===== src/rtl/stps_pkg.sv =====
// stps_pkg: shared widths, register index codes and types for the pattern search block
// no dependencies; imported by stps_cfg_regs, shift_table_pattern_search and the testbench files
`default_nettype none

package stps_pkg;

    localparam int TEXT_W      = 8;
    localparam int MATCH_POS_W = 16;
    localparam int CFG_DATA_W  = 64;
    localparam int CFG_INDEX_W = 2;
    localparam int LEN_REG_W   = 5;

    typedef logic [CFG_INDEX_W-1:0] cfg_index_t;

    // configuration register indexes
    localparam cfg_index_t REG_PAT_LOW  = 2'd0;
    localparam cfg_index_t REG_PAT_HIGH = 2'd1;
    localparam cfg_index_t REG_PAT_LEN  = 2'd2;

endpackage

`default_nettype wire


===== src/rtl/stps_shift_ram.sv =====
// stps_shift_ram: shift table storage, one write port and one registered read port
// no dependencies; instantiated by shift_table_pattern_search
`default_nettype none

module stps_shift_ram #(
    parameter int DEPTH = 16,
    parameter int AW    = 4,
    parameter int DW    = 4
) (
    input  logic          clk,
    input  logic          we,
    input  logic [AW-1:0] waddr,
    input  logic [DW-1:0] wdata,
    input  logic [AW-1:0] raddr,
    output logic [DW-1:0] rdata
);

    logic [DW-1:0] mem [DEPTH];

    always_ff @(posedge clk)
    begin
        if (we)
        begin
            mem[waddr] <= wdata;
        end
        rdata <= mem[raddr];
    end

endmodule

`default_nettype wire


===== src/rtl/stps_cfg_regs.sv =====
// stps_cfg_regs: pattern and length registers, pattern byte select, effective length
// depends on stps_pkg
`default_nettype none

module stps_cfg_regs #(
    parameter int PATTERN_MAX = 16
) (
    input  logic                                clk,
    input  logic                                rst_n,
    input  logic                                cfg_we,
    input  stps_pkg::cfg_index_t                cfg_index,
    input  logic [stps_pkg::CFG_DATA_W-1:0]     cfg_wdata,
    input  logic [$clog2(PATTERN_MAX)-1:0]      pat_addr,
    output logic [stps_pkg::TEXT_W-1:0]         pat_byte,
    output logic [$clog2(PATTERN_MAX+1)-1:0]    eff_len,
    output logic                                cfg_hit
);

    import stps_pkg::*;

    localparam int CW = $clog2(PATTERN_MAX + 1);

    logic [CFG_DATA_W-1:0] pat_low_reg;
    logic [CFG_DATA_W-1:0] pat_high_reg;
    logic [LEN_REG_W-1:0]  len_reg;
    logic [TEXT_W-1:0]     pat_arr [PATTERN_MAX];

    assign cfg_hit = cfg_we && (cfg_index == REG_PAT_LOW || cfg_index == REG_PAT_HIGH ||
                                cfg_index == REG_PAT_LEN);

    always_ff @(posedge clk or negedge rst_n)
    begin
        if (!rst_n)
        begin
            pat_low_reg  <= '0;
            pat_high_reg <= '0;
            len_reg      <= LEN_REG_W'(1);
        end
        else if (cfg_we)
        begin
            unique case (cfg_index)
                REG_PAT_LOW:  pat_low_reg  <= cfg_wdata;
                REG_PAT_HIGH: pat_high_reg <= cfg_wdata;
                REG_PAT_LEN:  len_reg      <= cfg_wdata[LEN_REG_W-1:0];
                default:      ;
            endcase
        end
    end

    // bytes 0..7 from the low word, 8..15 from the high word
    always_comb
    begin
        for (int i = 0; i < PATTERN_MAX; i++)
        begin
            if (i < 8)
            begin
                pat_arr[i] = pat_low_reg[(i & 7) * 8 +: 8];
            end
            else
            begin
                pat_arr[i] = pat_high_reg[(i & 7) * 8 +: 8];
            end
        end
    end

    assign pat_byte = pat_arr[pat_addr];

    // zero length acts as one, oversize clamps to the table depth
    always_comb
    begin
        if (len_reg == '0)
        begin
            eff_len = CW'(1);
        end
        else if (len_reg > LEN_REG_W'(PATTERN_MAX))
        begin
            eff_len = CW'(PATTERN_MAX);
        end
        else
        begin
            eff_len = CW'(len_reg);
        end
    end

endmodule

`default_nettype wire


===== src/rtl/shift_table_pattern_search.sv =====
// shift_table_pattern_search: first-match byte pattern search with a stored shift table
// a byte that needs no fallback and finds the result slot free finishes in its accept cycle,
// result shown the next cycle; each fallback step through the shift table adds a ram read and a compare
// throughput: 1 byte per cycle without fallback and with the result slot free; fallback steps hold input
// reset or any write to a pattern or length register rebuilds the table, with no input taken
// meanwhile; depends on stps_pkg, stps_cfg_regs, stps_shift_ram
`default_nettype none

module shift_table_pattern_search #(
    parameter int PATTERN_MAX   = 16,
    parameter int POSITION_BITS = 16
) (
    input  logic                               clk,
    input  logic                               rst_n,
    input  logic                               s_axis_tvalid,
    output logic                               s_axis_tready,
    input  logic [stps_pkg::TEXT_W-1:0]        s_axis_tdata,   // text_byte
    input  logic                               s_axis_tlast,   // last_byte
    output logic                               m_axis_tvalid,
    input  logic                               m_axis_tready,
    output logic [stps_pkg::MATCH_POS_W-1:0]   m_axis_tdata,   // match_position
    output logic [0:0]                         m_axis_tuser,   // found
    input  logic                               cfg_we,
    input  stps_pkg::cfg_index_t               cfg_index,
    input  logic [stps_pkg::CFG_DATA_W-1:0]    cfg_wdata
);

    import stps_pkg::*;

    localparam int AW = $clog2(PATTERN_MAX);
    localparam int CW = $clog2(PATTERN_MAX + 1);
    localparam int SW = (POSITION_BITS + 1 > MATCH_POS_W) ? POSITION_BITS + 1 : MATCH_POS_W;

    typedef enum logic [2:0] {
        ST_BUILD0,
        ST_BUILD1,
        ST_BLOAD,
        ST_BCMP,
        ST_BWAIT,
        ST_IDLE,
        ST_CMP,
        ST_WAIT
    } state_t;

    state_t                   state_reg, state_next;
    logic [CW-1:0]            k_reg, k_next;
    logic [AW-1:0]            q_reg, q_next;
    logic [TEXT_W-1:0]        c_reg, c_next;
    logic                     last_reg, last_next;
    logic [CW-1:0]            matched_reg, matched_next;
    logic [POSITION_BITS-1:0] pos_reg, pos_next;
    logic                     reported_reg, reported_next;
    logic                     out_valid_reg, out_valid_next;
    logic                     found_reg, found_next;
    logic [MATCH_POS_W-1:0]   mpos_reg, mpos_next;

    logic [AW-1:0]            pat_addr;
    logic [TEXT_W-1:0]        pat_byte;
    logic [CW-1:0]            eff_len;
    logic                     cfg_hit;

    logic                     mem_we;
    logic [AW-1:0]            mem_waddr;
    logic [AW-1:0]            mem_wdata;
    logic [AW-1:0]            rd_data;

    logic                     in_idle;
    logic [CW-1:0]            eng_k;
    logic [TEXT_W-1:0]        eng_c;
    logic                     pat_eq;
    logic                     mism;
    logic [CW-1:0]            k_inc;
    logic [CW-1:0]            q_inc;
    logic [CW-1:0]            bshift;
    logic                     cur_last;
    logic                     hit;
    logic                     need_out;
    logic                     slot_free;
    logic                     can_finish;
    logic                     finish;
    logic [SW-1:0]            start_sum;

    stps_cfg_regs #(
        .PATTERN_MAX (PATTERN_MAX)
    ) u_cfg (
        .clk       (clk),
        .rst_n     (rst_n),
        .cfg_we    (cfg_we),
        .cfg_index (cfg_index),
        .cfg_wdata (cfg_wdata),
        .pat_addr  (pat_addr),
        .pat_byte  (pat_byte),
        .eff_len   (eff_len),
        .cfg_hit   (cfg_hit)
    );

    stps_shift_ram #(
        .DEPTH (PATTERN_MAX),
        .AW    (AW),
        .DW    (AW)
    ) u_ram (
        .clk   (clk),
        .we    (mem_we),
        .waddr (mem_waddr),
        .wdata (mem_wdata),
        .raddr (eng_k[AW-1:0]),
        .rdata (rd_data)
    );

    // shared compare step: build compares the pattern with itself, search with the text
    assign in_idle  = (state_reg == ST_IDLE);
    assign eng_k    = in_idle ? ((matched_reg >= eff_len) ? '0 : matched_reg) : k_reg;
    assign eng_c    = in_idle ? s_axis_tdata : c_reg;
    assign pat_addr = (state_reg == ST_BLOAD) ? q_reg : eng_k[AW-1:0];
    assign pat_eq   = (pat_byte == eng_c);
    assign mism     = (eng_k != '0) && !pat_eq;
    assign k_inc    = eng_k + CW'(pat_eq);
    assign q_inc    = CW'(q_reg) + CW'(1);
    assign bshift   = q_inc - k_inc;

    assign cur_last   = in_idle ? s_axis_tlast : last_reg;
    assign hit        = !reported_reg && !mism && (k_inc >= eff_len);
    assign need_out   = !reported_reg && (hit || cur_last);
    assign slot_free  = !out_valid_reg || m_axis_tready;
    assign can_finish = (reported_reg || !mism) && (!need_out || slot_free);
    assign start_sum  = SW'(pos_reg) + SW'(1) - SW'(eff_len);

    assign s_axis_tready = in_idle;
    assign m_axis_tvalid = out_valid_reg;
    assign m_axis_tdata  = mpos_reg;
    assign m_axis_tuser  = found_reg;

    always_comb
    begin
        state_next     = state_reg;
        k_next         = k_reg;
        q_next         = q_reg;
        c_next         = c_reg;
        last_next      = last_reg;
        matched_next   = matched_reg;
        pos_next       = pos_reg;
        reported_next  = reported_reg;
        out_valid_next = out_valid_reg && !m_axis_tready;
        found_next     = found_reg;
        mpos_next      = mpos_reg;
        mem_we         = 1'b0;
        mem_waddr      = '0;
        mem_wdata      = '0;
        finish         = 1'b0;

        unique case (state_reg)
            ST_BUILD0:
            begin
                mem_we     = 1'b1;
                mem_waddr  = '0;
                mem_wdata  = AW'(1);
                state_next = ST_BUILD1;
            end
            ST_BUILD1:
            begin
                mem_we     = 1'b1;
                mem_waddr  = AW'(1);
                mem_wdata  = AW'(1);
                q_next     = AW'(1);
                k_next     = '0;
                state_next = (PATTERN_MAX == 2) ? ST_IDLE : ST_BLOAD;
            end
            ST_BLOAD:
            begin
                c_next     = pat_byte;
                state_next = ST_BCMP;
            end
            ST_BCMP:
            begin
                if (mism)
                begin
                    state_next = ST_BWAIT;
                end
                else
                begin
                    // entry q+1 gets its shift from the border length just found
                    mem_we     = 1'b1;
                    mem_waddr  = q_inc[AW-1:0];
                    mem_wdata  = bshift[AW-1:0];
                    k_next     = k_inc;
                    q_next     = q_inc[AW-1:0];
                    state_next = (q_inc == CW'(PATTERN_MAX - 1)) ? ST_IDLE : ST_BLOAD;
                end
            end
            ST_BWAIT:
            begin
                k_next     = k_reg - CW'(rd_data);
                state_next = ST_BCMP;
            end
            ST_IDLE:
            begin
                if (s_axis_tvalid)
                begin
                    if (can_finish)
                    begin
                        finish = 1'b1;
                    end
                    else
                    begin
                        c_next     = s_axis_tdata;
                        last_next  = s_axis_tlast;
                        k_next     = eng_k;
                        state_next = (mism && !reported_reg) ? ST_WAIT : ST_CMP;
                    end
                end
            end
            ST_CMP:
            begin
                if (can_finish)
                begin
                    finish     = 1'b1;
                    state_next = ST_IDLE;
                end
                else if (mism && !reported_reg)
                begin
                    state_next = ST_WAIT;
                end
            end
            ST_WAIT:
            begin
                k_next     = k_reg - CW'(rd_data);
                state_next = ST_CMP;
            end
            default:
            begin
                state_next = ST_BUILD0;
            end
        endcase

        if (finish)
        begin
            if (!reported_reg)
            begin
                matched_next = hit ? '0 : k_inc;
            end
            if (need_out)
            begin
                out_valid_next = 1'b1;
                found_next     = hit;
                mpos_next      = hit ? start_sum[MATCH_POS_W-1:0] : '0;
            end
            if (cur_last)
            begin
                matched_next  = '0;
                pos_next      = '0;
                reported_next = 1'b0;
            end
            else
            begin
                reported_next = reported_reg || hit;
                if (!(&pos_reg))
                begin
                    pos_next = pos_reg + POSITION_BITS'(1);
                end
            end
        end

        // any accepted register write rebuilds the table and restarts the search
        if (cfg_hit)
        begin
            state_next    = ST_BUILD0;
            matched_next  = '0;
            pos_next      = '0;
            reported_next = 1'b0;
        end
    end

    always_ff @(posedge clk or negedge rst_n)
    begin
        if (!rst_n)
        begin
            state_reg     <= ST_BUILD0;
            k_reg         <= '0;
            q_reg         <= '0;
            c_reg         <= '0;
            last_reg      <= 1'b0;
            matched_reg   <= '0;
            pos_reg       <= '0;
            reported_reg  <= 1'b0;
            out_valid_reg <= 1'b0;
            found_reg     <= 1'b0;
            mpos_reg      <= '0;
        end
        else
        begin
            state_reg     <= state_next;
            k_reg         <= k_next;
            q_reg         <= q_next;
            c_reg         <= c_next;
            last_reg      <= last_next;
            matched_reg   <= matched_next;
            pos_reg       <= pos_next;
            reported_reg  <= reported_next;
            out_valid_reg <= out_valid_next;
            found_reg     <= found_next;
            mpos_reg      <= mpos_next;
        end
    end

    // a write to a pattern or length register always stops input for the rebuild
    a_cfg_blocks_input: assert property (@(posedge clk) disable iff (!rst_n)
        cfg_hit |=> !s_axis_tready)
        else $error("input taken right after a config write");

    // a fallback step reads a nonzero shift no larger than the matched count
    a_shift_in_range: assert property (@(posedge clk) disable iff (!rst_n)
        (state_reg == ST_WAIT || state_reg == ST_BWAIT) |->
            (rd_data != '0 && CW'(rd_data) <= k_reg))
        else $error("shift table entry out of range");

    // between bytes the matched count stays below the pattern length
    a_matched_below_len: assert property (@(posedge clk) disable iff (!rst_n)
        in_idle |-> (matched_reg < eff_len))
        else $error("matched count reached pattern length while idle");

    // a not-found beat carries position zero
    a_notfound_zero: assert property (@(posedge clk) disable iff (!rst_n)
        (m_axis_tvalid && !m_axis_tuser[0]) |-> (m_axis_tdata == '0))
        else $error("not-found beat with nonzero position");

endmodule

`default_nettype wire


===== config.mk =====
export PLATFORM = sky130hd
export DESIGN_NAME = shift_table_pattern_search
export DESIGN_NICKNAME = d
export VERILOG_FILES = /design/src/rtl/stps_pkg.sv /design/src/rtl/stps_shift_ram.sv /design/src/rtl/stps_cfg_regs.sv /design/src/rtl/shift_table_pattern_search.sv
export SDC_FILE = /design/constraint.sdc
export NUM_CORES = 1
export LEC_CHECK = 0
export BUFFER_PORTS_ARGS = -buffer_cell sky130_fd_sc_hd__clkbuf_2
export CAP_MARGIN = 10
export CORE_UTILIZATION = 61
export DETAILED_ROUTE_END_ITERATION = 6
export HOLD_SLACK_MARGIN = 0.02
export PLACE_DENSITY_LB_ADDON = 0.15
export REMOVE_ABC_BUFFERS = 1
export SYNTH_ARGS = -nofsm -noshare
export SYNTH_HDL_FRONTEND = slang
export SYNTH_SLANG_ARGS = --single-unit
export TNS_END_PERCENT = 20

===== constraint.sdc =====
create_clock -name clk -period 8.29 [get_ports clk]
set_input_delay 1.658 -clock clk [delete_from_list [all_inputs] [get_ports clk]]
set_output_delay 1.658 -clock clk [all_outputs]
set_load 0.02 [all_outputs]

# == Word-level counts from Yosys, hierarchy flattened ==
# Memory sizes are Yosys's and may differ from the RTL's. A register that Yosys moved wholly into a read port is not among the register bits.
# Index checks and enable logic that the tools add are counted.
# Widths: inputs -> output; s select.
# totals
in_bits,80
mem_bits_rw,64
n_memories,1
out_inout_bits,19
latchBits,0
register_bits,194
mem_bits_ro,0
word_cells,145
# memory_table
name,depth,width,read_ports,rd_clocked_by_memory_dff,wr,line_no,source
u_ram.mem,16,4,1,1,1,stps_shift_ram.sv:18,logic [DW-1:0] mem [DEPTH];
# classes
reduce_logical,44
order_cmp,4
bitwise_logic,2
addsub,7
mul,0
mux,54
n_shift,0
div,0
eq_ne,19
# ops
op,n
$mux 16,5
$mux 5,12
$mux 8,5
$add 16x1->16 const B,2
$bmux 8 s4,1
$pmux 4 s2,3
$mux 3,7
$pmux 3 s7,1
$pmux 5 s4,1
$mux 4,4
$pmux 8 s2,1
$reduce_and 16->1,1
$sub 16x5->16,1
$reduce_and 2->1,7
$eq 3x3->1 const B,4
$mux 1,12
$ge 5x5->1,2
$ne 3x3->1 const B,3
$reduce_and 3->1,3
$eq 8x8->1,1
$logic_and 1x1->1,8
$logic_or 1x1->1,7
$eq 3x2->1 const B,2
$logic_not 1->1,6
24 further kinds,31

# == Logic depth before layout (Yosys ltp) ==
# logic_depth
word_depth,27
mapped_depth,36
mapped_depth_nobuf,30

# == Modules after synthesis ==
# From an unflattened synthesis, not the netlist that was laid out.
# hier_totals
cells_unflattened,1040
hier_area_um2,13664.4
# modules_own_cells
mod,n_inst,cells_per_inst,seq_area_each_um2,area_each_um2
stps_cfg_regs,1,361,3329.4,5998.3
shift_table_pattern_search,1,549,1526.5,4999.8
stps_shift_ram,1,130,2001.9,2666.3

# == Worst setup path after synthesis ==
# No wires, ideal clock.
# synth_path
kind,reg-to-reg
from,reg u_cfg.len_reg[1]
to,reg pos_reg[15]
required_ns,8.213
path_buffers,3
arrival_time_ns,6.166
setup_time_ns,0.077
period_less_slack_ns,6.243
setup_slack_ns,2.047
stages_incl_launch_ff,33
path_cell_list,dfrtp_1 nor3_1 nor2_1 nor2_1 ha_1 nor2b_1 o21ai_1 a21o_1 nand2_2 buf_8 a2111oi_1 nor4_4 xnor2_1 a2111oi_0 and4b_1 and2_0 buf_2 ha_1 ha_1 ha_1 a21o_1 a21oi_1 nor2b_1 o21ai_0 nand2b_1 nand2b_1 nor2b_1 nor3b_1 a31oi_1 and2_4 buf_6 or4_1 a21oi_1
# synth_via
elab_chain_cells,27
word_cells_on_any_way,32
cone_classes,add/sub (1); order compare (3); eq/ne (1); mux (11); bitwise (1); reduce/logical (15)
# synth_rtl
element,line_no,source
start: declaration,stps_cfg_regs.sv:25,logic [LEN_REG_W-1:0] len_reg;
start signal: assignment,stps_cfg_regs.sv:44,REG_PAT_LEN: len_reg <= cfg_wdata[LEN_REG_W-1:0];
$gt 5x5->1,stps_cfg_regs.sv:75,else if (len_reg > LEN_REG_W'(PATTERN_MAX))
$mux 5,stps_cfg_regs.sv:75,
$mux 5 (*),stps_cfg_regs.sv:71,if (len_reg == '0)
"parallel branches: the longest is 18 deep, another holds $ge 5x5->1",n/a,
$logic_and 1x1->1 (*),shift_table_pattern_search.sv:125,assign can_finish = (reported_reg || !mism) && (!need_out || slot_free);
$mux 1 (*),"shift_table_pattern_search.sv:199, shift_table_pattern_search.sv:214",
$mux 1,shift_table_pattern_search.sv:197,if (s_axis_tvalid)
$pmux 1 s2 (*),shift_table_pattern_search.sv:151,unique case (state_reg)
$reduce_bool 2->1 (no source line) (*),n/a,
$reduce_and 2->1 (no source line) (*),n/a,
end signal: assignment,shift_table_pattern_search.sv:297,pos_reg <= pos_next;
end: declaration,shift_table_pattern_search.sv:51,"logic [POSITION_BITS-1:0] pos_reg, pos_next;"
# Mark *: on every way between the ends. The select of a mux whose other input is x is not followed.
# A chain may end at the register's enable or synchronous reset.

# == Final worst setup path ==
# layout_path
from,reg u_cfg.len_reg[4]
to,reg pos_reg[7]
# Same word-level chain as after synthesis.

==> flow_summary.toml <==
[die]
io_pins = 99
die_h_um = 155
die_x_um = 155
initial_utilization_pct = 62.8
fp-row-count = 55
core_area_mm2 = 0.0228
die_area_mm2 = 0.0241

[setup_path]
max_stage_delay_ps = 920
end_kind = "register"
r2r-start = "u_cfg.len_reg[4]$_DFFE_PN0P_"
arrival_ps = 8170
startpoint_type = "register"
critPathLaunch = "u_cfg.len_reg[4]$_DFFE_PN0P_"
r2r_setup_slack_ps = 570
cp_data_required_time_ps = 8750
cp_num_buf_inv = 3
slowest_stage = "o21ai_1"
cp_top_family = "simple AND/OR/NAND/NOR gates"
crit_fanout = 29
critPathKind = "register to register"

[place]
dp.cells = 1669
routabilityCongestion = 0.896
hpwlAfterDp_um = 23800
numPortBuffers = 98

[job]
maxCapViolations = 0

[pwr]
p_leak_nw = 6.82
ir_drop_mv = 0.223
pwr-share-clk_pct = 32.1
p_per_area_mw_per_mm2 = 248
swShare_pct = 30.6
p_int_w = 0.00274
p_seq_share_pct = 41.7
combPwrFrac_pct = 26.1
p_sw_w = 0.00121

[layout]
antenna_cells = 0
final_nets = 1519
final_layout_size_suffix_gt1_share_pct = 24.7
area_growth_pct = 11.6
stdcell_count = 1718

[global_route]
grt_max_degree = 77
antenna_found_initial = 0
groute.usage.overall_pct = 29.3
grt_pass1_wl_um = 55500
grt_pass1_vias = 10557
grt_overflow = 0

[clock_tree]
cts-root-buf = "clkbuf_16"
ctsHoldBuffers = 0
cts_setup_buffers = 0
clk_pin_slew_ps = 60
cts_num_sinks = 262
cts_tree = "done"
cts_buffer_depth = 3
cts.htree.levels = 1
cts_resized = 0
insertion_delay_ps = 540
cts_buffers = 27

[drt]
drtIter0Drc = 824
drc = 0
ant_nets = 0
firstDrtPassIters = 5
post_drt_wl_per_cell_um = 20.2
vias_per_cell = 6.27
routed_wl_um = 34600
vias = 10765

[sta]
fin_tns_setup_ps = 0
final_max_slew_viol_count = 0
fmax_mhz = 130
rsz0062_at_grt = "no"
fin_worst_skew_ps = 20.9
period_needed_ps = 7720
setup_viol = 0
worst_slew_pin_slew_ps = 1110
hold_viol_final = 0
period_share_pct = 93.1
slew_headroom_pct = 25.5

[synthesis]
avgSynthCellArea_um2 = 10.9
synth-compound-area-share_pct = 14.4
post_synth_fa_ha_maj_area_fraction_pct = 4.88
ys_seq_area_share_pct = 48.0
synthesis.area_mm2 = 0.0143
yosys.area_share.xor_xnor_pct = 2.14
netlist-cell-type-count = 90
synth_mux_area_share_pct = 14.3
synth-simple-area-share_pct = 12.6
syn-instance-count = 1313
ys_ff_latch = 262
synthFlopType = "dfrtp_1"
async_reset_ff_share_pct = 74.0
synth_edf_count = 64
synth_top_family_by_area = "compound AO/OA/AOI/OAI gates"
yosysWarnings = 0

[min_path]
min-delay-start = "m_axis_tdata[11]$_DFFE_PN0P_"
holdCritPathClass = "register to register"

[outcome]
run_status = "complete, no violations"
final timing paths:
kind,to,depth (start not counted)
hold / removal,m_axis_tdata[11]$_DFFE_PN0P_,1
setup / recovery,pos_reg[7]$_DFFE_PN0P_,30
max in group asynchronous,u_cfg.pat_high_reg[59]$_DFFE_PN0P_,2
setup reg to reg,pos_reg[7]$_DFFE_PN0P_,30
min in group asynchronous,m_axis_tdata[10]$_DFFE_PN0P_,1
hold reg to reg,m_axis_tdata[11]$_DFFE_PN0P_,1
synthesized netlist by cell type (all sizes together), types with 4 or more instances:
cell | count | share of area, %
inv | 44 | 1.2
nand4 | 4 | 0.17
dfxtp | 4 | 0.56
mux2i | 29 | 2.0
a31oi | 16 | 0.74
or4 | 6 | 0.32
nor2b | 8 | 0.35
a21boi | 15 | 0.89
a311oi | 12 | 0.74
ha | 51 | 4.5
nor3 | 21 | 0.74
and3 | 36 | 1.6
o21a | 4 | 0.21
o21ai | 46 | 1.6
xnor2 | 25 | 1.5
mux2 | 152 | 12
nor4 | 4 | 0.28
a211o | 4 | 0.25
o211ai | 27 | 1.4
a32o | 12 | 0.84
a2111oi | 5 | 0.45
dfrtp | 193 | 34
nand2 | 145 | 3.9
or2 | 8 | 0.35
o31ai | 7 | 0.37
edfxtp | 64 | 13
xor2 | 10 | 0.61
a21o | 13 | 0.68
nand2b | 8 | 0.35
clkbuf | 46 | 1.2
a22o | 18 | 1.1
nor2 | 53 | 1.4
a211oi | 19 | 1.0
o22ai | 10 | 0.48
buf | 31 | 1.2
a32oi | 4 | 0.25
or3 | 10 | 0.44
a21oi | 55 | 2.0
and2 | 10 | 0.46
nand3 | 43 | 1.5
o21bai | 4 | 0.21
through the flow:
| stage | instance area (um2) | hold slack (ps) | util (%) | power, W | setup WS, ps |
|---|---|---|---|---|---|
| after global placement | 15000 | 468 | 65.9 | 0.00265 | 942 |
| after global routing | 16000 | 513 | 70.0 | 0.00412 | 33.7 |
| after floorplan | 13900 | 471 | - | 0.00237 | 1170 |
| final | 16000 | 491 | 70.0 | 0.00395 | 574 |
| after CTS | 16000 | 495 | 70.0 | 0.00395 | 687 |
| after detailed placement | 15000 | 481 | 65.9 | 0.00268 | 737 |
per-layer routing:
layer | part of all wire, % | track usage, % | up-vias | routed length (um)
met1 | 43 | 40.0 | 5262 | 14800
met2 | 48 | 48.2 | 436 | 16500
met5 | 0 | 0 | - | 0
met4 | 3.4 | 10.8 | 0 | 1190
li1 | - | - | 4977 | -
met3 | 6.2 | 3.90 | 90 | 2160
worst register-to-register path, delay by kind of cell (launching register included):
kind / cells / cell delay (ps)
buffers and inverters: 3 / 510
AOI/OAI and AO/OA: 8 / 2780
xor gates and xnor gates: 1 / 160
and+or+nand+nor: 15 / 2900
DFF: 1 / 400
adders and majority gates: 3 / 890
cell type report:
class                           count  area (um2)
Clock buffer                       35         781
Clock inverter                     14         161
Fill cell                        1726        6820
Inverter                           45         174
Multi-Input combinational cell    929        6920
Sequential cell                   262        6860
Tap cell                          313         392
Timing Repair Buffer              120         664
power groups by stage:
stage	logic, W	registers [W]	clock network, W
floorplan	0.000724	0.00164	0
global placement	0.000991	0.00166	0
detailed placement	0.00101	0.00166	0
CTS	0.00102	0.00164	0.00129
global route	0.00112	0.00167	0.00134
finish	0.00103	0.00165	0.00127
placed cells by master (no fill, tap or decap), types with 6 or more instances in the layout:
master	synthesis	layout
ha_1	51	51
clkbuf_8	0	6
inv_1	42	42
a211oi_1	19	19
dfrtp_1	193	193
nor3_1	21	21
nand2_1	141	141
a31oi_1	15	15
nand3_1	42	42
nor2_1	52	52
nor2b_1	8	8
or4_1	6	6
and2_1	8	8
a22o_1	18	18
xor2_1	10	10
a21boi_0	12	12
o22ai_1	9	9
and3_1	36	36
a21oi_1	53	52
a21o_1	13	13
clkbuf_2	0	97
nand2b_1	8	8
o31ai_1	7	7
a311oi_1	12	12
o211ai_1	27	27
o21ai_0	38	38
a32o_1	12	12
edfxtp_1	64	64
clkbuf_16	0	28
mux2_2	147	147
or3_1	10	10
o21ai_1	8	8
or2_2	6	6
buf_4	2	22
xnor2_1	25	25
mux2i_1	29	29
logic make-up after synthesis:
family                     count (synthesis)
AOI/OAI and AO/OA                        290
and+or+nand+nor                          367
buffers and inverters                    122
DFF                                      262
adders and majority gates                 54
muxes                                    183
xor gates and xnor gates                  35
(Power assumes the default switching activity.)
